File: src/design/pcvo_pkg.sv
`timescale 1ns / 1ps
`default_nettype none
// ----------------------------------------------------------------------------
// pcvo_pkg
// Shared types, constants and helpers for the polygon convexity and
// orientation block.
// ----------------------------------------------------------------------------
package pcvo_pkg;

	localparam int MAX_VERTICES = 4096;
	localparam int CNT_W        = $clog2(MAX_VERTICES + 1);
	localparam int COORD_W      = 16;
	localparam int DIFF_W       = COORD_W + 1;
	localparam int PROD_W       = 2 * DIFF_W;

	localparam logic [CNT_W-1:0] CNT_MAX = CNT_W'(MAX_VERTICES);

	typedef logic [CNT_W-1:0] cnt_t;

	// one vertex as it arrives
	typedef struct packed {
		logic signed [COORD_W-1:0] vx;
		logic signed [COORD_W-1:0] vy;
		logic                      last_vertex;
	} in_item_t;

	// one polygon summary
	typedef struct packed {
		logic             convex;
		logic             ccw;
		logic [12:0]      positive_turns;
		logic [12:0]      vertex_count;
		logic             overflow;
	} out_item_t;

	typedef struct packed {
		logic signed [COORD_W-1:0] x;
		logic signed [COORD_W-1:0] y;
	} point_t;

	// three triples for one vertex: sliding (older, newer, cur),
	// wrap (newer, cur, first) and wrap (cur, first, second)
	typedef struct packed {
		point_t older;
		point_t newer;
		point_t cur;
		point_t first;
		point_t second;
		logic   slide_en;
		logic   wrap_en;
		logic   last;
		cnt_t   total;
		logic   ovf;
	} tri_job_t;

	// per-vertex bookkeeping that rides along the pipeline
	typedef struct packed {
		logic slide_en;
		logic wrap_en;
		logic last;
		cnt_t total;
		logic ovf;
	} job_meta_t;

	// two products of one cross product
	typedef struct packed {
		logic signed [PROD_W-1:0] p0;
		logic signed [PROD_W-1:0] p1;
	} cross_prod_t;

	// signs of the three triples, ready for counting
	typedef struct packed {
		logic [2:0] pos;
		logic       last;
		cnt_t       total;
		logic       ovf;
	} turn_t;

	// (a - b) x (c - b) split into its two products
	function automatic cross_prod_t cross_products(point_t a, point_t b, point_t c);
		logic signed [DIFF_W-1:0] dx0;
		logic signed [DIFF_W-1:0] dy0;
		logic signed [DIFF_W-1:0] dx1;
		logic signed [DIFF_W-1:0] dy1;
		cross_prod_t r;
		dx0  = DIFF_W'(a.x) - DIFF_W'(b.x);
		dy0  = DIFF_W'(a.y) - DIFF_W'(b.y);
		dx1  = DIFF_W'(c.x) - DIFF_W'(b.x);
		dy1  = DIFF_W'(c.y) - DIFF_W'(b.y);
		r.p0 = dx0 * dy1;
		r.p1 = dy0 * dx1;
		return r;
	endfunction

endpackage : pcvo_pkg
`default_nettype wire

File: src/design/pcvo_tally.sv
`timescale 1ns / 1ps
`default_nettype none
// ----------------------------------------------------------------------------
// pcvo_tally
// Saturating count of positive turns and the result register; a polygon
// summary is formed as its last vertex leaves stage three.
// ----------------------------------------------------------------------------
module pcvo_tally
	import pcvo_pkg::*;
(
	input  wire logic  clk,
	input  wire logic  arst_n,
	input  wire turn_t turn_s3,
	input  wire logic  valid_s3,
	input  wire logic  result_stall,
	output out_item_t  result,
	output logic       result_valid,
	output logic       en
);

	cnt_t count_positive_q;

	logic            res_free;
	logic            retire;
	logic [1:0]      inc;
	logic [CNT_W:0]  sum;
	cnt_t            pos;
	out_item_t       res;

	// only a finished polygon waits on the result register
	assign res_free = !result_valid || !result_stall;
	assign en       = !(valid_s3 && turn_s3.last && !res_free);
	assign retire   = valid_s3 && en;

	// add up to three turns, saturating
	always_comb begin
		inc = 2'(turn_s3.pos[0]) + 2'(turn_s3.pos[1]) + 2'(turn_s3.pos[2]);
		sum = {1'b0, count_positive_q} + (CNT_W + 1)'(inc);
		pos = (sum > {1'b0, CNT_MAX}) ? CNT_MAX : sum[CNT_W-1:0];
	end

	// polygon summary
	always_comb begin
		res.convex         = (pos == cnt_t'(0)) || (pos == turn_s3.total);
		res.ccw            = ({pos, 1'b0} < {1'b0, turn_s3.total});
		res.positive_turns = pos[12:0];
		res.vertex_count   = turn_s3.total[12:0];
		res.overflow       = turn_s3.ovf;
	end

	// count and result valid
	always_ff @(posedge clk or negedge arst_n) begin
		if (!arst_n) begin
			count_positive_q <= '0;
			result_valid     <= 1'b0;
		end else begin
			if (retire) begin
				count_positive_q <= turn_s3.last ? '0 : pos;
			end
			if (retire && turn_s3.last) begin
				result_valid <= 1'b1;
			end else if (!result_stall) begin
				result_valid <= 1'b0;
			end
		end
	end

	// result payload
	always_ff @(posedge clk) begin
		if (retire && turn_s3.last) begin
			result <= res;
		end
	end

endmodule : pcvo_tally
`default_nettype wire

File: config.mk
export PLATFORM = sky130hd
export DESIGN_NAME = pcvo_tally
export DESIGN_NICKNAME = d
export VERILOG_FILES = /design/src/design/pcvo_pkg.sv /design/src/design/pcvo_tally.sv
export SDC_FILE = /design/constraint.sdc
export NUM_CORES = 1
export LEC_CHECK = 0
export BUFFER_PORTS_ARGS = -buffer_cell sky130_fd_sc_hd__buf_2
export CORE_MARGIN = 4
export CORE_UTILIZATION = 40
export CTS_CLUSTER_DIAMETER = 200
export DETAILED_ROUTE_END_ITERATION = 8
export SLEW_MARGIN = 15
export SYNTH_ARGS = -nofsm -noshare
export SYNTH_HDL_FRONTEND = slang
export SYNTH_SLANG_ARGS = --single-unit
File: constraint.sdc
create_clock -name clk -period 6.2 [get_ports clk]
set_input_delay 1.24 -clock clk [delete_from_list [all_inputs] [get_ports clk]]
set_output_delay 1.24 -clock clk [all_outputs]
set_load 0.05 [all_outputs]
**Word level (Yosys, flattened, before mapping)**

Cells that the tools add are included.

- Multiplexer cells: 4
- Reductions and logical operators: 11
- Order comparisons: 2
- Add/sub/neg operators: 3
- Equality and inequality tests: 2

Operators with widths:

| kind | count |
|---|---|
| $mux W13 | 2 |
| $add A13 B2 Y14 | 1 |
| $gt A14 B13 Y1 const B | 1 |
| $lt A14 B13 Y1 | 1 |
| $eq A13 B13 Y1 | 1 |
| $logic_not A13 Y1 | 1 |
| $logic_and A1 B1 Y1 | 4 |
| $logic_not A1 Y1 | 4 |
| $add A1 B1 Y2 | 1 |
| $add A2 B1 Y2 | 1 |
| $logic_or A1 B1 Y1 | 2 |
| $mux W1 | 2 |
| $ne A2 B1 Y1 const B | 1 |

- Register bits: 43
- Output and inout bits: 31
- Word-level logic and storage cells: 29
- Input port bits: 22

**Depth between registers and ports, before layout**

Gate-level depths: netlist of the first run.

- Depth in word-level cells: 8
- Mapped depth: 21
- Mapped depth without buffers: 19

**Worst setup path after synthesis of the first run**

OpenSTA, ideal clock, no wires.

- Kind: input-to-reg
- Start: input port turn_s3[15] (netlist name)
- End: register result[27] (netlist name) (data pin)
- Data required time: 6.062 ns
- Stages: 20
- Path slack: 1.032 ns
- Data arrival time: 5.030 ns
- Setup time: 0.138 ns
- Buffers on the path: 2
- Path through: fa_1 -> ha_1 -> fa_1 -> buf_6 -> or4_1 -> nor2_1 -> o2111ai_1 -> nand4bb_4 -> o21a_1 -> buf_6 -> nor2_1 -> ha_1 -> a21o_1 -> a21o_1 -> a21o_1 -> a21oi_1 -> nor2b_1 -> o21ai_0 -> nand2_1 -> nor2_1

RTL lines:

| item | line | RTL |
|---|---|---|
| from (decl) | pcvo_tally.sv:13 | `input wire turn_t turn_s3,` |
| to (signal assigned) | pcvo_tally.sv:71 | `result <= res;` |
| to (decl) | pcvo_tally.sv:16 | `output out_item_t result,` |

==> summary.txt, run 1 <==
Run status
  – Status: finished, final reports clean

Hold path
  – Hold crit path type: reg2reg

Synth
  – Register area share after synthesis: 0.457
  – Post-synth top area cell: edfxtp_1
  – Top post-synthesis cells by area: edfxtp_1 (33%), dfrtp_1 (13%), ha_1 (6.1%), nand2_1 (3.0%), xnor2_1 (2.6%)
  – Synth Flop Type: edfxtp_1
  – Asr flop ratio synth: 0.326
  – Top-count cell post-synth: edfxtp_1
  – Top cell type's share of synthesized area: 0.326
  – Top cells by count, synth: edfxtp_1 (29), nand2_1 (21), nor2_1 (17)
  – Yosys cell types: 58
  – Yosys warning count: 0
  – Post-synthesis area per instance: 10.6 sq um
  – Post-synth EDFFs: 29
  – Syn_nets: 290
  – Synth Instances: 253
  – Flip-flop and latch count after synthesis: 43
  – Synthesized cell area: 0.00267 sq mm

Pwr
  – Reg power frac: 0.456
  – Switching part of the total power: 0.354
  – Clk pwr share: 0.228
  – Switch Pwr: 271 uW
  – Power per cell area: 253 mW/mm^2
  – Leak: 0.00127 uW
  – Combinational fraction of design power: 0.316
  – VDD IR max: 0.0799 mV
  – Internal power: 495 uW

Layout
  – Proportion of layout cells with a drive suffix above 1: 0.248
  – # diodes: 0
  – Utilization after layout: 0.472
  – Total Nets Final: 339
  – Final instance area: 0.00303 sq mm
  – Layout overhead on the synthesized area: 13.5%

Critical path
  – Crit path DAT: 5.51 ns
  – Critical path data required time: 6.36 ns
  – Setup CP Type: in2reg
  – Worst setup SP type: primary input
  – CP endpoint kind: register
  – CP max FO: 10

Die
  – Row cnt: 29
  – Die area: 0.00805 sq mm
  – Starting Density: 0.416
  – Core box area: 0.00642 sq mm
  – Chip height: 89.7 microns
  – Die W: 89.7 microns
  – Top Ports: 53

CTS
  – Clock sink count: 43
  – Post-CTS Setup Repair Bufs: 0
  – Clock slew at reported path FFs: 0.08 ns
  – Clock root cell: clkbuf_8
  – Post-cts sizing count: 0
  – CTS tree: yes
  – CTS Buf Count: 5
  – Hold bufs inserted after CTS: 0
  – Clk Latency, worst-skew pair: 0.29 ns
  – CTS HTree Levels: 2
  – CTS max path bufs: 2

Detailed routing
  – Initial DRC count: 83
  – Drt drc: 0
  – WL final: 6.10 mm
  – Drt via density: 5.59
  – Vias: 2124
  – 1st-pass router iterations: 4
  – Final ANT Viol Nets: 0
  – Wire per inst: 16.1 microns

Global route
  – Largest net degree at the start of global routing: 30
  – Number of global-route vias before repair: 2073
  – First-pass GRT wire length: 10.3 mm
  – GRT overflow: 0
  – Antenna violations before repair: 0
  – Gr usage total: 0.155

Place
  – Port Buffer Count: 52
  – Dpl hpwl: 4.70 mm
  – Gp weighted congestion: 0.905
  – DP Area: 0.00295 sq mm

STA
  – RSZ-0062 raised after global routing: false
  – Clock Skews: 0.00655 ns
  – Period utilisation layout: 0.863
  – Final Max Tran Viols: 0
  – Clock period minus worst slack: 5.35 ns
  – Setup Viol. Count Final: 0
  – Worst-Margin Slew: 0.587 ns
  – Relative slew slack: 0.598
  – TNS Setup: 0 ns
  – Final Hold Fails: 0
  – F_max: 187 MHz

Run
  – Max Cap Viol: 0
==> path summary, 6_finish.rpt <==
kind                                                       from                         endpoint  slack (ns)  cells after the start
worst max-delay path                                turn_s3[15]             result[27]$_DFFE_PP_        0.85                     19
worst min-delay path            count_positive_q[0]$_DFFE_PN0P_  count_positive_q[0]$_DFFE_PN0P_        0.53                      1
worst max register to register  count_positive_q[0]$_DFFE_PN0P_             result[27]$_DFFE_PP_        1.54                     18
worst min register to register  count_positive_q[0]$_DFFE_PN0P_  count_positive_q[0]$_DFFE_PN0P_        0.53                      1
max in group asynchronous                                arst_n  count_positive_q[4]$_DFFE_PN0P_        5.08                      1
min in group asynchronous                                arst_n         result_valid$_DFFE_PN0P_        0.85                      1
==> registers in the layout, summed over array words and instances (netlist names) <==
register and cells:
result 29, count_positive_q 13, result_valid 1
==> per-layer routing <==
layer,up-vias,part of all wire,global-route usage
li1,1045,-,-
met1,1019,0.45,0.195
met2,54,0.49,0.265
met3,6,0.048,0.0334
met4,0,0.012,0.0511
met5,-,0,0
==> kinds of logic (layout without fill, tap and decap cells) <==
group           count (synthesis)  count (layout)  synth area share
compound gates                 61              61             0.163
xor+xnor                       12              12            0.0393
fa+ha+maj                      16              16            0.0796
buf+inv                        28              78            0.0590
flops                          43              43             0.457
simple gates                   93              93             0.201
==> worst max-delay path, stage by stage <==
cell and delay [ns]:
buf_2 0.11, fa_1 0.46, ha_1 0.25, fa_1 0.53, or4_1 0.56, nor2_1 0.10, o2111ai_1 0.11, nand4bb_4 0.27
o21a_1 0.36, nor2_1 0.22, ha_1 0.27, a21o_1 0.18, a21o_1 0.16, a21o_1 0.16, a21oi_1 0.14, nor2b_1 0.06
o21ai_0 0.15, nand2_1 0.07, nor2_1 0.10
==> power groups by stage <==
stage,clock [uW],combinational [uW],sequential (uW)
after global placement,0,241,356
after floorplan,0,159,384
after global routing,192,267,353
after detailed placement,0,243,356
final,175,242,349
after CTS,182,244,349
==> through the flow <==
step                instances  worst slack, ns  hold WS (ns)  power, uW
floorplan                 253             1.03         0.494        543
global placement          372            0.671         0.516        597
detailed placement        372            0.546         0.515        598
CTS                       380            0.864         0.539        775
global route              380            0.556         0.568        812
finish                    380            0.847         0.533        766
==> final cells by class <==
| type | count | area (sq um) |
|---|---|---|
| repair buffers | 53 | 268 |
| inverters | 17 | 66.3 |
| multi-input cells | 182 | 1300 |
| clock buffers | 5 | 68.8 |
| fillers | 626 | 3390 |
| clock inverters | 3 | 15.0 |
| well taps | 77 | 96.3 |
| flip-flops and latches | 43 | 1220 |
==> placed cells by master (no fill, tap or decap), types with 2 or more instances in the layout <==
| cell type | instances |
|---|---|
| nor4_1 | 4 |
| o21ai_1 | 3 |
| a21o_1 | 6 |
| o21ai_0 | 6 |
| clkbuf_8 | 5 |
| and2_1 | 3 |
| edfxtp_1 | 29 |
| buf_2 | 52 |
| a21oi_2 | 2 |
| xor2_1 | 4 |
| ha_1 | 13 |
| o21a_1 | 2 |
| dfrtp_1 | 14 |
| nand2_1 | 21 |
| a21oi_1 | 10 |
| fa_1 | 2 |
| nor3_1 | 9 |
| o22ai_1 | 2 |
| a31oi_1 | 5 |
| or4_1 | 4 |
| xnor2_1 | 8 |
| nor4_2 | 2 |
| a211oi_1 | 4 |
| nor2_1 | 17 |
| o211ai_1 | 2 |
| nand3_1 | 9 |
| a22o_1 | 5 |
| o31ai_1 | 2 |
| nor2_2 | 2 |
| nor2b_1 | 5 |
| nand4_1 | 6 |
| inv_1 | 16 |
| or3b_1 | 2 |
| clkinv_1 | 2 |
Note: power is estimated with default switching activity, not from simulation.
==> run 2: changes to the inputs <==
Settings changed: CORE_UTILIZATION 40 to 59, PLACE_DENSITY from default to 0.85, SLEW_MARGIN 15 to default.
==> run 2 against run 1 <==
Against the previous run: critical path depth unchanged; worst setup slack better by 0.018 ns; via count down 0.52%; total power down 0.41%; clock power down 3%; combinational power about the same; critical path type unchanged.
==> summary.txt, run 2 (synthesis results as in run 1) <==
Place
  – Port Buffer Count: 52 (unchanged)
  – DP Area: 0.00292 sq mm (-1.1%)
  – Gp weighted congestion: 0.975 (+7.7%)
  – Dpl hpwl: 4.55 mm (-3.1%)

CTS
  – Clock root cell: clkbuf_8
  – CTS HTree Levels: 2 (unchanged)
  – CTS tree: yes
  – Post-CTS Setup Repair Bufs: 0 (unchanged)
  – CTS max path bufs: 2 (unchanged)
  – CTS Buf Count: 5 (unchanged)
  – Clk Latency, worst-skew pair: 0.29 ns (about the same)
  – Hold bufs inserted after CTS: 0 (unchanged)
  – Post-cts sizing count: 0 (unchanged)
  – Clock slew at reported path FFs: 0.08 ns (about the same)
  – Clock sink count: 43 (unchanged)

Layout
  – Layout overhead on the synthesized area: 12.3%
  – Utilization after layout: 0.689 (+0.217)
  – Proportion of layout cells with a drive suffix above 1: 0.248 (unchanged)
  – Commonest non-fill, non-tap cell in the layout: buf_2
  – # diodes: 0 (unchanged)
  – Max reg flops: 29 (unchanged)
  – Register with the most flip-flops: result
  – Total Nets Final: 339 (unchanged)
  – Final instance area: 0.00300 sq mm (-1.0%)
  – Largest regs: result x29, count_positive_q x13, result_valid x1
  – Highest-count cells in the layout ignoring fill and taps: buf_2 (52), edfxtp_1 (29), nand2_1 (21), nor2_1 (17), inv_1 (16)
  – Layout fillers: 324 (-48%)

Pwr
  – Total power: 763 uW (-0.41%)
  – Power per cell area: 254 mW/mm^2 (+0.63%)
  – VDD IR max: 0.144 mV (+80%)
  – Leak: 0.00127 uW (unchanged)

STA
  – Min Hold Slack: 0.532 ns (-0.00125 ns)
  – Relative slew slack: 0.585 (-0.0133)
  – RSZ-0062 raised after global routing: false
  – Final Hold Fails: 0 (unchanged)
  – Final Max Tran Viols: 0 (unchanged)
  – Clock period minus worst slack: 5.34 ns (-0.0177 ns)
  – Setup Viol. Count Final: 0 (unchanged)
  – TNS Setup: 0 ns (unchanged)
  – Worst-Margin Slew: 0.607 ns (+0.0195 ns)
  – Clock Skews: 0.00462 ns (-0.00193 ns)
  – F_max: 187 MHz (+0.33%)
  – Period utilisation layout: 0.861 (-0.00285)

Critical path
  – Setup CP Type: in2reg
  – Worst setup SP type: primary input
  – CP max FO: 10 (unchanged)
  – CP endpoint kind: register
  – Crit path DAT: 5.50 ns (about the same)
  – Last element of the critical path: result[27]$_DFFE_PP_
  – Worst reg-to-reg path cell count: 18 (unchanged)
  – FF-to-FF End: result[27]$_DFFE_PP_
  – R2R Path Start: count_positive_q[0]$_DFFE_PN0P_
  – Critical path data required time: 6.36 ns (about the same)
  – Worst reg-to-reg setup slack: 1.56 ns (+0.02 ns)
  – CP startpoint: turn_s3[15]

Hold path
  – Min-delay src: result_valid$_DFFE_PN0P_
  – Hold crit path type: reg2reg

Die
  – Top Ports: 53 (unchanged)
  – Row cnt: 24 (-17%)
  – Die area: 0.00567 sq mm (-30%)
  – Starting Density: 0.614 (+0.198)
  – Core box area: 0.00435 sq mm (-32%)
  – Die W: 75.3 microns (-16%)
  – Chip height: 75.3 microns (-16%)

Global route
  – Gr usage total: 0.222 (+0.0671)
  – First-pass GRT wire length: 9.40 mm (-8.3%)
  – Number of global-route vias before repair: 2009 (-3.1%)
  – GRT overflow: 0 (unchanged)
  – Antenna violations before repair: 0 (unchanged)
  – Largest net degree at the start of global routing: 30 (unchanged)

Detailed routing
  – Initial DRC count: 109 (+31%)
  – Met2 wire len: 2.93 mm (-2.3%)
  – 1st-pass router iterations: 4 (unchanged)
  – Final ANT Viol Nets: 0 (unchanged)
  – Top layer in use: met4
  – Wire per inst: 16.6 microns (+3.7%)
  – DR WL met3: 435 microns (+48%)
  – Drt via density: 5.95 (+6.5%)
  – Vias: 2113 (-0.52%)
  – M1 wire length: 2.41 mm (-12%)
  – WL final: 5.91 mm (-3.1%)
  – Drt drc: 0 (unchanged)

Run
  – Max Cap Viol: 0 (unchanged)

Run status
  – Status: finished, final reports clean
-- run 2: cell counts in the layout (fill, tap and decap cells not counted) --
Identical to the previous run, type by type.
-- run 2: worst min-delay path by stage --
stage                                      endpoint  slack, ns  cells past startpoint
floorplan           count_positive_q[0]$_DFFE_PN0P_       0.49                      1
global placement           result_valid$_DFFE_PN0P_       0.51                      2
detailed placement         result_valid$_DFFE_PN0P_       0.52                      2
CTS                        result_valid$_DFFE_PN0P_       0.54                      2
global route               result_valid$_DFFE_PN0P_       0.57                      2
finish                     result_valid$_DFFE_PN0P_       0.53                      2
-- run 2: metal layers --
layer / vias to the layer above / global-route usage
met5: - / 0
met4: 0 / 0.0874
met3: 14 / 0.0414
met2: 71 / 0.378
met1: 980 / 0.278
li1: 1048 / -
-- run 2: final cells by class --
| class | count | area, sq um | share of cell area |
|---|---|---|---|
| Clock inverter | 3 | 15.0 | 0.00500 |
| Clock buffer | 5 | 68.8 | 0.0229 |
| Sequential cell | 43 | 1220 | 0.407 |
| Timing Repair Buffer | 53 | 268 | 0.0892 |
| Tap cell | 52 | 65.1 | 0.0217 |
| Multi-Input combinational cell | 182 | 1300 | 0.432 |
| Inverter | 17 | 66.3 | 0.0221 |
-- run 2: stage by stage --
step	setup WS [ns]	std cells
after floorplan	1.03	253
after global placement	0.695	347
after detailed placement	0.585	347
after CTS	0.900	355
after global routing	0.612	355
final	0.865	355
-- run 2: worst max-delay path: stages --
cell,delay [ns]
buf_2,0.11
fa_1,0.47
ha_1,0.25
fa_1,0.52
or4_1,0.55
nor2_1,0.10
o2111ai_1,0.11
nand4bb_4,0.27
o21a_1,0.36
nor2_1,0.23
ha_1,0.28
a21o_1,0.18
a21o_1,0.17
a21o_1,0.17
a21oi_1,0.14
nor2b_1,0.05
o21ai_0,0.13
nand2_1,0.06
nor2_1,0.09
-- run 2: report_power, final --
part	total, uW	internal [uW]	switching (uW)
sequential	349	330	19.1
combinational	243	87.9	155
clock	170	76.5	94.0
total	763	495	269
