===== src/design/pcvo_pkg.sv =====
`timescale 1ns / 1ps
`default_nettype none
// ----------------------------------------------------------------------------
// pcvo_pkg
// Shared types, constants and helpers for the polygon convexity and
// orientation block.
// ----------------------------------------------------------------------------
package pcvo_pkg;

	localparam int MAX_VERTICES = 4096;
	localparam int CNT_W        = $clog2(MAX_VERTICES + 1);
	localparam int COORD_W      = 16;
	localparam int DIFF_W       = COORD_W + 1;
	localparam int PROD_W       = 2 * DIFF_W;

	localparam logic [CNT_W-1:0] CNT_MAX = CNT_W'(MAX_VERTICES);

	typedef logic [CNT_W-1:0] cnt_t;

	// one vertex as it arrives
	typedef struct packed {
		logic signed [COORD_W-1:0] vx;
		logic signed [COORD_W-1:0] vy;
		logic                      last_vertex;
	} in_item_t;

	// one polygon summary
	typedef struct packed {
		logic             convex;
		logic             ccw;
		logic [12:0]      positive_turns;
		logic [12:0]      vertex_count;
		logic             overflow;
	} out_item_t;

	typedef struct packed {
		logic signed [COORD_W-1:0] x;
		logic signed [COORD_W-1:0] y;
	} point_t;

	// three triples for one vertex: sliding (older, newer, cur),
	// wrap (newer, cur, first) and wrap (cur, first, second)
	typedef struct packed {
		point_t older;
		point_t newer;
		point_t cur;
		point_t first;
		point_t second;
		logic   slide_en;
		logic   wrap_en;
		logic   last;
		cnt_t   total;
		logic   ovf;
	} tri_job_t;

	// per-vertex bookkeeping that rides along the pipeline
	typedef struct packed {
		logic slide_en;
		logic wrap_en;
		logic last;
		cnt_t total;
		logic ovf;
	} job_meta_t;

	// two products of one cross product
	typedef struct packed {
		logic signed [PROD_W-1:0] p0;
		logic signed [PROD_W-1:0] p1;
	} cross_prod_t;

	// signs of the three triples, ready for counting
	typedef struct packed {
		logic [2:0] pos;
		logic       last;
		cnt_t       total;
		logic       ovf;
	} turn_t;

	// (a - b) x (c - b) split into its two products
	function automatic cross_prod_t cross_products(point_t a, point_t b, point_t c);
		logic signed [DIFF_W-1:0] dx0;
		logic signed [DIFF_W-1:0] dy0;
		logic signed [DIFF_W-1:0] dx1;
		logic signed [DIFF_W-1:0] dy1;
		cross_prod_t r;
		dx0  = DIFF_W'(a.x) - DIFF_W'(b.x);
		dy0  = DIFF_W'(a.y) - DIFF_W'(b.y);
		dx1  = DIFF_W'(c.x) - DIFF_W'(b.x);
		dy1  = DIFF_W'(c.y) - DIFF_W'(b.y);
		r.p0 = dx0 * dy1;
		r.p1 = dy0 * dx1;
		return r;
	endfunction

endpackage : pcvo_pkg
`default_nettype wire


===== src/design/pcvo_window.sv =====
`timescale 1ns / 1ps
`default_nettype none
// ----------------------------------------------------------------------------
// pcvo_window
// Holds the first two and the two most recent vertices and the vertex count,
// and registers the triples of each accepted vertex into stage one.
// ----------------------------------------------------------------------------
module pcvo_window
	import pcvo_pkg::*;
(
	input  wire logic     clk,
	input  wire logic     arst_n,
	input  wire logic     en,
	input  wire logic     vertex_valid,
	input  wire in_item_t vertex,
	output tri_job_t      job_s1,
	output logic          valid_s1
);

	point_t first_q;
	point_t second_q;
	point_t older_q;
	point_t newer_q;
	cnt_t   count_seen_q;
	logic   overflowed_q;

	logic     accept;
	point_t   cur;
	cnt_t     cnt_next;
	logic     ovf_next;
	tri_job_t job;

	assign accept = vertex_valid && en;
	assign cur    = '{x: vertex.vx, y: vertex.vy};

	// saturating vertex count
	always_comb begin
		if (count_seen_q < CNT_MAX) begin
			cnt_next = count_seen_q + cnt_t'(1);
			ovf_next = overflowed_q;
		end else begin
			cnt_next = count_seen_q;
			ovf_next = 1'b1;
		end
	end

	// triples of this vertex
	always_comb begin
		job.older    = older_q;
		job.newer    = newer_q;
		job.cur      = cur;
		job.first    = first_q;
		job.second   = second_q;
		job.slide_en = (count_seen_q >= cnt_t'(2));
		job.wrap_en  = vertex.last_vertex && (cnt_next >= cnt_t'(3));
		job.last     = vertex.last_vertex;
		job.total    = cnt_next;
		job.ovf      = ovf_next;
	end

	// per-polygon control state, cleared after the last vertex
	always_ff @(posedge clk or negedge arst_n) begin
		if (!arst_n) begin
			count_seen_q <= '0;
			overflowed_q <= 1'b0;
			valid_s1     <= 1'b0;
		end else if (en) begin
			valid_s1 <= accept;
			if (accept) begin
				if (vertex.last_vertex) begin
					count_seen_q <= '0;
					overflowed_q <= 1'b0;
				end else begin
					count_seen_q <= cnt_next;
					overflowed_q <= ovf_next;
				end
			end
		end
	end

	// vertex storage and stage one payload
	always_ff @(posedge clk) begin
		if (en) begin
			job_s1 <= job;
		end
		if (accept) begin
			if (count_seen_q == cnt_t'(0)) begin
				first_q <= cur;
			end
			if (count_seen_q == cnt_t'(1)) begin
				second_q <= cur;
			end
			if (!vertex.last_vertex) begin
				older_q <= newer_q;
				newer_q <= cur;
			end
		end
	end

endmodule : pcvo_window
`default_nettype wire


===== config.mk =====
export PLATFORM = sky130hd
export DESIGN_NAME = pcvo_window
export DESIGN_NICKNAME = d
export VERILOG_FILES = /design/src/design/pcvo_pkg.sv /design/src/design/pcvo_window.sv
export SDC_FILE = /design/constraint.sdc
export NUM_CORES = 1
export LEC_CHECK = 0
export ABC_CLOCK_PERIOD_IN_PS = 4700
export BUFFER_PORTS_ARGS = -buffer_cell sky130_fd_sc_hd__buf_2
export CORE_ASPECT_RATIO = 2
export CORE_UTILIZATION = 50
export CTS_CLUSTER_SIZE = 24
export DETAILED_ROUTE_END_ITERATION = 7
export GPL_TIMING_DRIVEN = 1
export PLACE_DENSITY_LB_ADDON = 0.25
export SLEW_MARGIN = 40
export SYNTH_ARGS = -nofsm -noshare
export SYNTH_HDL_FRONTEND = slang
export SYNTH_SLANG_ARGS = --single-unit

===== constraint.sdc =====
create_clock -name clk -period 4.7 [get_ports clk]
set_clock_uncertainty 0.2 [all_clocks]
set_input_delay 0.47 -clock clk [delete_from_list [all_inputs] [get_ports clk]]
set_output_delay 0.47 -clock clk [all_outputs]
set_load 0.01 [all_outputs]

# [Yosys cells after proc, flatten, opt, wreduce, memory -nomap -nowiden]
# Cells that the tools add are included.
[totals] reg_bits=320 out_inout_bits=178
[classes] addsub=1 n_reduce_logical=7 magnitude_cmp=3 eq_ne=1 bitwise=1 muxes=4
[op_table] op="$ge 13x2->1 const B" count=2
[op_table] op="$mux 13" count=2
[op_table] op="$add 13x1->13 const B" count=1
[op_table] op="$eq 13x1->1 const B" count=1
[op_table] op="$logic_not 13->1" count=1
[op_table] op="$lt 13x13->1 const B" count=1
[op_table] op="$reduce_and 2->1" count=4
[op_table] op="$logic_and 1x1->1" count=2
[op_table] op="$mux 1" count=2
[op_table] op="$not 1->1" count=1

# [Longest topological paths before layout]
# Gate-level depths: netlist of run 1.
[logic_depth] word_depth=4 ltp_mapped=7

# [Worst setup path after synthesis of run 1]
# OpenSTA, ideal clock, no wires.
[synth_timing] path_type="input to register" from="input vertex[0] in the netlist's numbering" to="register newer_q (netlist bit job[113]), enable pin" t_arrival_ns=2.152 path_stages=3 t_required_ns=4.078 path_slack_ns=1.926 path_buffers=0 path_cell_list="inv_1 -> nand3_1 -> inv_1"
[synth_between] elab_chain_cells=2
[synth_rtl] element="from (decl)" line="pcvo_window.sv:15" text="input wire in_item_t vertex,"
[synth_rtl] element="$not 1->1 (no line)"
[synth_rtl] element="$reduce_and 2->1 (no line)"
[synth_rtl] element="to (signal assigned)" line="pcvo_window.sv:95" text="newer_q <= cur;"
[synth_rtl] element="to (decl)" line="pcvo_window.sv:23" text="point_t newer_q;"
# Every way passes these cells.
# A chain may end at the register's enable or synchronous reset.

# [Worst setup path after layout of run 1]
[layout_timing] from="register count_seen_q[3]" to="register second_q (netlist bit job[35]), enable pin"
[layout_between] elab_chain_cells=2
[layout_rtl] element="from (decl)" line="pcvo_window.sv:24" text="cnt_t count_seen_q;"
[layout_rtl] element="from (signal assigned)" line="pcvo_window.sv:74" text="count_seen_q <= cnt_next;"
[layout_rtl] element="$eq 13x1->1" line="pcvo_window.sv:90" text="if (count_seen_q == cnt_t'(1)) begin"
[layout_rtl] element="$reduce_and 2->1 (no line)"
[layout_rtl] element="to (signal assigned)" line="pcvo_window.sv:91" text="second_q <= cur;"
[layout_rtl] element="to (decl)" line="pcvo_window.sv:21" text="point_t second_q;"
# Every way passes these cells.

==> impl_results.html, run 1 <==
<table>
<tr><th>Metric</th><th>Value</th></tr>
<tr><th colspan="2">Outcome</th></tr>
<tr><td>Run status</td><td>completed</td></tr>
<tr><th colspan="2">Detailed routing</th></tr>
<tr><td>Remaining design rule violation count</td><td>0</td></tr>
<tr><td>DRT Wirelength</td><td>18600 µm</td></tr>
<tr><td>Vias after detailed routing</td><td>5018</td></tr>
<tr><td>Wire length per cell after detailed routing</td><td>18.9 µm</td></tr>
<tr><td>Vias per cell</td><td>5.09</td></tr>
<tr><td>Post-detailed-route count of antenna-violating nets</td><td>0</td></tr>
<tr><td>Initial detailed-routing violation count</td><td>231</td></tr>
<tr><td>Detailed-routing iteration count for the pre-antenna-repair pass</td><td>4</td></tr>
<tr><th colspan="2">Cells and area</th></tr>
<tr><td>Area used by sequential logic in the layout</td><td>0.00953 mm²</td></tr>
<tr><td>Multi-input gate area in the final layout</td><td>697 µm²</td></tr>
<tr><td>Total inserted antenna cells</td><td>0</td></tr>
<tr><td>Share of the core filled with cells</td><td>63.1%</td></tr>
<tr><td>Area growth from synthesis to layout</td><td>24.3%</td></tr>
<tr><td>Filler cell count</td><td>1477</td></tr>
<tr><td>Final nets</td><td>741</td></tr>
<tr><td>Proportion of layout cells with a drive suffix above 1</td><td>36.3%</td></tr>
<tr><th colspan="2">Setup path</th></tr>
<tr><td>Maximum fanout along the worst path</td><td>32</td></tr>
<tr><td>Kind of critical path</td><td>flop to flop</td></tr>
<tr><td>Worst setup EP type</td><td>flop</td></tr>
<tr><td>Req. time, crit path</td><td>4.65 ns</td></tr>
<tr><td>Crit. Startpoint</td><td>count_seen_q[3]</td></tr>
<tr><td>Reg-to-Reg Start</td><td>count_seen_q[3]</td></tr>
<tr><td>R2R Setup Slk</td><td>2.05 ns</td></tr>
<tr><td>WP data arrival</td><td>2.60 ns</td></tr>
<tr><td>Category of the worst setup path launch point</td><td>flop</td></tr>
<tr><th colspan="2">Die</th></tr>
<tr><td>Placeable Area</td><td>0.0204 mm²</td></tr>
<tr><td>Die area</td><td>0.0213 mm²</td></tr>
<tr><td>Floorplan die height</td><td>205 µm</td></tr>
<tr><td>Initial core utilization</td><td>50.8%</td></tr>
<tr><td>Boundary Pins</td><td>215</td></tr>
<tr><td>Die W</td><td>104 µm</td></tr>
<tr><td>Core Rows</td><td>74</td></tr>
<tr><th colspan="2">STA</th></tr>
<tr><td>Headroom to the max-slew limit</td><td>48.9%</td></tr>
<tr><td>Final Hold Vio Count</td><td>0</td></tr>
<tr><td>Actual transition at the worst max-transition pin</td><td>0.766 ns</td></tr>
<tr><td>Number of max-slew violations in the final report</td><td>0</td></tr>
<tr><td>RSZ-0062 raised after global routing</td><td>false</td></tr>
<tr><td>Setup TNS</td><td>0 ns</td></tr>
<tr><td>Fin crit period</td><td>2.65 ns</td></tr>
<tr><td>Total of endpoints with negative setup slack in the final report</td><td>0</td></tr>
<tr><td>Final period utilization</td><td>56.3%</td></tr>
<tr><td>Maximum frequency from static timing analysis</td><td>378 MHz</td></tr>
<tr><th colspan="2">GRT</th></tr>
<tr><td>Global route total overflow</td><td>0</td></tr>
<tr><td>Pin count of the biggest net entering global routing</td><td>84</td></tr>
<tr><td>Antenna violations before repair</td><td>0</td></tr>
<tr><td>Global Route Usage Sum</td><td>17.4%</td></tr>
<tr><td>Wire length of the first global-routing pass</td><td>27700 µm</td></tr>
<tr><td>Via count of the first global-routing pass</td><td>5051</td></tr>
<tr><th colspan="2">Logic synthesis</th></tr>
<tr><td>Mean post-synth cell area</td><td>23.7 µm²</td></tr>
<tr><td>Area share of the largest cell type after synthesis</td><td>88.6%</td></tr>
<tr><td>Synthesized netlist net count</td><td>476</td></tr>
<tr><td>Sequential area share after synthesis</td><td>92.2%</td></tr>
<tr><td>Number of flops mapped to enable cells by yosys</td><td>305</td></tr>
<tr><td>Yosys warning count</td><td>0</td></tr>
<tr><td>Commonest cells in the synthesized netlist</td><td>305 x edfxtp_1, 15 x dfrtp_1, 13 x xnor2_1</td></tr>
<tr><td>Leading area contributor after synthesis</td><td>edfxtp_1</td></tr>
<tr><td>Largest cells by area after synthesis</td><td>edfxtp_1 89%, dfrtp_1 3.6%, xnor2_1 1.1%</td></tr>
<tr><td>Number of flip-flops and latches in the synthesized netlist</td><td>320</td></tr>
<tr><td>Number of distinct standard cells referenced by the synthesized netlist</td><td>44</td></tr>
<tr><td>Synth Cell Area</td><td>0.0103 mm²</td></tr>
<tr><td>Share of synthesized registers carrying an async set or reset</td><td>4.69%</td></tr>
<tr><td>Most numerous cell in the Yosys netlist</td><td>edfxtp_1</td></tr>
<tr><td>Synthesized netlist cell count</td><td>436</td></tr>
<tr><td>Primary flip-flop cell chosen by synthesis mapping</td><td>edfxtp_1</td></tr>
<tr><th colspan="2">Placement</th></tr>
<tr><td>Global placer's final weighted congestion</td><td>0.883</td></tr>
<tr><td>Placed wire-length estimate after detailed placement</td><td>11900 µm</td></tr>
<tr><td>Port buffer count</td><td>214</td></tr>
<tr><th colspan="2">Clocking</th></tr>
<tr><td>Clock input transition at the sequential cells of the worst setup and hold paths</td><td>0.07 ns</td></tr>
<tr><td>Number of clock sinks seen by CTS</td><td>320</td></tr>
<tr><td>Clock tree buffer depth</td><td>3</td></tr>
<tr><td>CTS buffer count</td><td>25</td></tr>
<tr><td>CTS tree</td><td>yes</td></tr>
<tr><td>H-tree Lvls</td><td>1</td></tr>
<tr><td>Post-CTS resize count</td><td>0</td></tr>
<tr><td>Root buffer cell</td><td>clkbuf_16</td></tr>
<tr><td>Worst-Skew Late Latency</td><td>0.52 ns</td></tr>
<tr><th colspan="2">Power</th></tr>
<tr><td>Pleak</td><td>4.79 nW</td></tr>
<tr><td>Power per Cell Area</td><td>442 mW/mm²</td></tr>
<tr><td>Max VDD drop</td><td>0.277 mV</td></tr>
<tr><th colspan="2">Job</th></tr>
<tr><td>Max-capacitance violation count</td><td>0</td></tr>
<tr><th colspan="2">Worst hold path</th></tr>
<tr><td>Hold Path Origin</td><td>en</td></tr>
<tr><td>Hold Crit Class</td><td>input pin to flop</td></tr>
</table>
==> layout make-up <==
class	instances	area share, %
sequential	320	74.2
timing repair buffer	251	11.3
multi-input combinational	96	5.42
clock buffer	29	4.99
tap	266	2.59
clock inverter	16	1.30
inverter	7	0.204
==> stage by stage <==
stage               worst slack [ns]  power [mW]  cell area [µm²]  cells  hold slack (ns)
floorplan                       1.93        3.48            10300    436          -0.0256
global placement                1.86        3.65            11700    906            0.198
detailed placement              2.07        3.66            11700    906            0.205
CTS                             2.05        5.74            12800    985           0.0799
global route                    1.90        5.87            12800    985           0.0858
finish                          2.05        5.68            12800    985            0.104
==> logic make-up (layout without fill, tap and decap cells) <==
kind of cell             Yosys count  in the layout  synth area share (%)
XOR/XNOR                          15             15                  1.27
AND/OR/NAND/NOR                   42             42                  2.35
AO/OA/AOI/OAI                     35             35                  2.60
buffers and inverters             20            303                  1.10
adder cells (fa/ha/maj)            3              3                 0.363
flip-flops                       320            320                  92.2
multiplexers                       1              1                 0.109
==> path summary, 6_finish.rpt <==
kind | to | cells after the start
max | job[35] | 4
min | job_s1[133] | 1
max reg2reg | job[35] | 4
min reg2reg | job_s1[152] | 0
max in group asynchronous | count_seen_q[10] | 2
min in group asynchronous | count_seen_q[7] | 2
==> cell usage in the layout, fill, tap and decap left out, types with 3 or more instances in the layout <==
master	n
buf_6	4
clkbuf_16	25
clkbuf_1	4
a22o_1	5
ha_1	3
bufinv_16	3
nand4_1	5
o31ai_1	4
a21oi_1	4
xnor2_1	13
buf_2	213
dfrtp_1	15
inv_1	6
nor2_1	5
o21ai_0	6
edfxtp_1	305
dlygate4sd3_1	34
nand3_1	7
clkinv_1	6
nand2_1	7
clkinvlp_4	3
==> registers in the layout, summed over array words and instances, names as in the netlist <==
signal        cells
count_seen_q     13
first_q          32
job              96
job_s1          177
overflowed_q      1
valid_s1          1
==> worst max-delay path: stages (launching register included) <==
cell     delay (ns)
dfrtp_1        0.49
nor4_1         0.33
nand3_1        0.14
nor4_1         0.44
and4_4         0.65
==> power by group <==
part	leakage [nW]	total [mW]	internal [mW]	switching, mW
Clock	0.382	2.06	1.15	0.911
Combinational	1.28	0.293	0.107	0.186
Sequential	3.12	3.32	3.28	0.0452
==> metal layers <==
metal | vias to the layer above | share of wire, % | global-route usage [%]
met2 | 199 | 56 | 32.8
met1 | 2522 | 35 | 18.7
met3 | 41 | 4.9 | 3.01
met4 | 0 | 3.9 | 8.78
li1 | 2256 | - | -
met5 | - | 0 | 0
==> repair_timing <==
item | in CTS | in global routing
hold buffers | 34 | 0
endpoints found under the hold margin | 144 | 0
setup buffers | 0 | 0
(Power assumes the default switching activity.)
==> inputs of run 2 (changes only) <==
- ABC_AREA: not set -> 1
- ABC_CLOCK_PERIOD_IN_PS: 4700 -> 2700
- clock period: 4.7 -> 2.7 ns (I/O delays scaled with it)
==> impl_results.html, run 2 <==
<table>
<tr><th>Metric</th><th>Value</th></tr>
<tr><th colspan="2">Detailed routing</th></tr>
<tr><td>Post-detailed-route count of antenna-violating nets</td><td>0</td></tr>
<tr><td>Remaining design rule violation count</td><td>0</td></tr>
<tr><td>Initial detailed-routing violation count</td><td>302</td></tr>
<tr><td>Vias after detailed routing</td><td>5003</td></tr>
<tr><td>Vias per cell</td><td>4.87</td></tr>
<tr><td>Wire length per cell after detailed routing</td><td>18.1 µm</td></tr>
<tr><td>Detailed-routing iteration count for the pre-antenna-repair pass</td><td>4</td></tr>
<tr><td>DRT Wirelength</td><td>18600 µm</td></tr>
<tr><th colspan="2">STA</th></tr>
<tr><td>Final Hold Vio Count</td><td>0</td></tr>
<tr><td>Final Hold Slack</td><td>0.0897 ns</td></tr>
<tr><td>Actual transition at the worst max-transition pin</td><td>0.592 ns</td></tr>
<tr><td>Maximum frequency from static timing analysis</td><td>484 MHz</td></tr>
<tr><td>Fin crit period</td><td>2.06 ns</td></tr>
<tr><td>Headroom to the max-slew limit</td><td>60.5%</td></tr>
<tr><td>Total of endpoints with negative setup slack in the final report</td><td>0</td></tr>
<tr><td>Number of max-slew violations in the final report</td><td>0</td></tr>
<tr><td>RSZ-0062 raised after global routing</td><td>false</td></tr>
<tr><td>Setup TNS</td><td>0 ns</td></tr>
<tr><td>Final worst-path setup slack</td><td>0.636 ns</td></tr>
<tr><td>Final period utilization</td><td>76.5%</td></tr>
<tr><th colspan="2">Setup path</th></tr>
<tr><td>Max stage delay on crit path</td><td>0.43 ns</td></tr>
<tr><td>Category of the worst setup path launch point</td><td>flop</td></tr>
<tr><td>Crit. Startpoint</td><td>count_seen_q[4]</td></tr>
<tr><td>Worst path cell trace</td><td>inv_1, nand4_1, nor3_1, nand2_1, nor2_4, buf_12</td></tr>
<tr><td>R2R Setup Slk</td><td>0.64 ns</td></tr>
<tr><td>Worst setup endpoint</td><td>first_q[29]</td></tr>
<tr><td>Cell depth of the worst flop-to-flop path</td><td>6</td></tr>
<tr><td>Worst setup EP type</td><td>flop</td></tr>
<tr><td>Maximum fanout along the worst path</td><td>32</td></tr>
<tr><td>End of the worst register-to-register path</td><td>first_q[29]</td></tr>
<tr><td>Reg-to-Reg Start</td><td>count_seen_q[4]</td></tr>
<tr><td>Kind of critical path</td><td>flop to flop</td></tr>
<tr><td>Req. time, crit path</td><td>2.70 ns</td></tr>
<tr><td>Slowest CP cell</td><td>dfrtp_1</td></tr>
<tr><td>WP data arrival</td><td>2.07 ns</td></tr>
<tr><th colspan="2">Cells and area</th></tr>
<tr><td>Total inserted antenna cells</td><td>0</td></tr>
<tr><td>Area used by sequential logic in the layout</td><td>0.00953 mm²</td></tr>
<tr><td>Leading cell type in the layout, fill and taps excluded</td><td>edfxtp_1</td></tr>
<tr><td>Multi-input gate area in the final layout</td><td>577 µm²</td></tr>
<tr><td>Area growth from synthesis to layout</td><td>28.1%</td></tr>
<tr><td>Share of the core filled with cells</td><td>65.8%</td></tr>
<tr><td>Most used cells in the layout excluding fill and tap cells</td><td>305 x edfxtp_1, 213 x buf_2, 43 x nand2_1</td></tr>
<tr><td>Filler cell count</td><td>1408</td></tr>
<tr><td>Number of flip-flops in the largest register</td><td>177</td></tr>
<tr><td>Register with the most flip-flops</td><td>job_s1</td></tr>
<tr><td>Proportion of layout cells with a drive suffix above 1</td><td>36.2%</td></tr>
<tr><td>Final nets</td><td>787</td></tr>
<tr><th colspan="2">Clocking</th></tr>
<tr><td>Worst-Skew Late Latency</td><td>0.52 ns</td></tr>
<tr><td>Setup fix buffers added after clock tree synthesis</td><td>0</td></tr>
<tr><td>Number of clock sinks seen by CTS</td><td>320</td></tr>
<tr><td>CTS buffer count</td><td>26</td></tr>
<tr><td>Clock tree buffer depth</td><td>3</td></tr>
<tr><td>Post-CTS resize count</td><td>0</td></tr>
<tr><td>CTS tree</td><td>yes</td></tr>
<tr><td>H-tree Lvls</td><td>1</td></tr>
<tr><td>Clock input transition at the sequential cells of the worst setup and hold paths</td><td>0.07 ns</td></tr>
<tr><td>Root buffer cell</td><td>clkbuf_16</td></tr>
<tr><th colspan="2">Die</th></tr>
<tr><td>Placeable Area</td><td>0.0199 mm²</td></tr>
<tr><td>Die area</td><td>0.0211 mm²</td></tr>
<tr><td>Core Rows</td><td>73</td></tr>
<tr><td>Floorplan die height</td><td>204 µm</td></tr>
<tr><td>Die W</td><td>103 µm</td></tr>
<tr><td>Boundary Pins</td><td>215</td></tr>
<tr><td>Initial core utilization</td><td>51.3%</td></tr>
<tr><th colspan="2">Power</th></tr>
<tr><td>Power per Cell Area</td><td>801 mW/mm²</td></tr>
<tr><td>Max VDD drop</td><td>0.697 mV</td></tr>
<tr><td>Post-layout total power</td><td>10.5 mW</td></tr>
<tr><td>Pleak</td><td>5.03 nW</td></tr>
<tr><th colspan="2">Logic synthesis</th></tr>
<tr><td>Mean post-synth cell area</td><td>22.1 µm²</td></tr>
<tr><td>Primary flip-flop cell chosen by synthesis mapping</td><td>edfxtp_1</td></tr>
<tr><td>Number of flops mapped to enable cells by yosys</td><td>305</td></tr>
<tr><td>Synthesized netlist cell count</td><td>463</td></tr>
<tr><td>Synthesized netlist net count</td><td>503</td></tr>
<tr><td>Sequential area share after synthesis</td><td>93.3%</td></tr>
<tr><td>Number of distinct standard cells referenced by the synthesized netlist</td><td>22</td></tr>
<tr><td>Most numerous cell in the Yosys netlist</td><td>edfxtp_1</td></tr>
<tr><td>Yosys warning count</td><td>0</td></tr>
<tr><td>Area share of the largest cell type after synthesis</td><td>89.6%</td></tr>
<tr><td>Share of synthesized registers carrying an async set or reset</td><td>4.69%</td></tr>
<tr><td>Synth Cell Area</td><td>0.0102 mm²</td></tr>
<tr><td>Commonest cells in the synthesized netlist</td><td>305 x edfxtp_1, 43 x nand2_1, 33 x inv_1, 15 x dfrtp_1</td></tr>
<tr><td>Largest cells by area after synthesis</td><td>edfxtp_1 90%, dfrtp_1 3.7%, nand2_1 1.6%</td></tr>
<tr><td>Number of flip-flops and latches in the synthesized netlist</td><td>320</td></tr>
<tr><td>Leading area contributor after synthesis</td><td>edfxtp_1</td></tr>
<tr><th colspan="2">Job</th></tr>
<tr><td>Max-capacitance violation count</td><td>0</td></tr>
<tr><th colspan="2">Placement</th></tr>
<tr><td>Port buffer count</td><td>214</td></tr>
<tr><td>Worst setup timing slack at the placement stage</td><td>0.660 ns</td></tr>
<tr><td>Placed wire-length estimate after detailed placement</td><td>12000 µm</td></tr>
<tr><td>Global placer's final weighted congestion</td><td>0.898</td></tr>
<tr><th colspan="2">GRT</th></tr>
<tr><td>Antenna violations before repair</td><td>0</td></tr>
<tr><td>Global route total overflow</td><td>0</td></tr>
<tr><td>Pin count of the biggest net entering global routing</td><td>179</td></tr>
<tr><td>Global Route Usage Sum</td><td>18.1%</td></tr>
<tr><td>Via count of the first global-routing pass</td><td>5250</td></tr>
<tr><td>Wire length of the first global-routing pass</td><td>27900 µm</td></tr>
<tr><th colspan="2">Worst hold path</th></tr>
<tr><td>Hold Crit Class</td><td>input pin to flop</td></tr>
<tr><th colspan="2">Outcome</th></tr>
<tr><td>Run status</td><td>completed</td></tr>
</table>
[run 2: worst min-delay path by stage]
| stage | start | end | slack [ns] | depth (start not counted) |
|---|---|---|---|---|
| 3_5_place_dp | arst_n | count_seen_q[5] | 0.01 | 1 |
| 3_3_place_gp | arst_n | count_seen_q[4] | 0.01 | 1 |
| 4_1_cts | first_q[15] | job_s1[64] | 0.22 | 0 |
| 5_1_grt | en | job_s1[141] | 0.08 | 2 |
| 2_1_floorplan | arst_n | count_seen_q[0] | -0.23 | 0 |
| 6_report | en | job_s1[109] | 0.09 | 2 |
[run 2: final cells by class]
type | count | area share (%)
Sequential cell | 320 | 72.8
Tap cell | 262 | 2.50
Inverter | 34 | 0.975
Timing Repair Buffer | 258 | 11.9
Multi-Input combinational cell | 107 | 4.40
Clock inverter | 20 | 2.24
Clock buffer | 27 | 5.16
[run 2: worst max-delay path, delay by kind of cell, from the launching register on]
kind	cells	cell delay (ns)
and+or+nand+nor	4	0.76
DFF	1	0.43
buffers and inverters	2	0.35
[run 2: timing repair]
| action | 4_1_cts | 5_1_grt |
|---|---|---|
| endpoints found under the hold margin | 148 | 0 |
| setup endpoints to repair | 0 | 0 |
| hold buffers | 38 | 0 |
[run 2: report_power, final]
| part | total (mW) | internal [mW] | switching (mW) |
|---|---|---|---|
| Combinational | 0.560 | 0.202 | 0.358 |
| Sequential | 5.80 | 5.72 | 0.0768 |
| Clock | 4.13 | 2.50 | 1.63 |
[run 2: per-stage QoR]
step                      std cells  cell area [µm²]
after detailed placement        942            11700
after CTS                      1027            13100
final                          1028            13100
after floorplan                 463            10200
after global placement          942            11700
after global routing           1028            13100
[run 2: routing by layer]
metal  global-route usage [%]  up-vias  share of wire, %
li1                         -     2324                 -
met1                     18.1     2456                34
met2                     34.7      178                58
met3                     2.91       45               4.8
met4                     8.80        0               3.5
met5                        0        -                 0
[run 2: kinds of logic after synthesis]
group,after synthesis,synth area share [%]
AOI/OAI and AO/OA,21,1.14
adders and majority gates,3,0.367
and+or+nand+nor,83,3.92
DFF,320,93.3
buffers and inverters,36,1.32
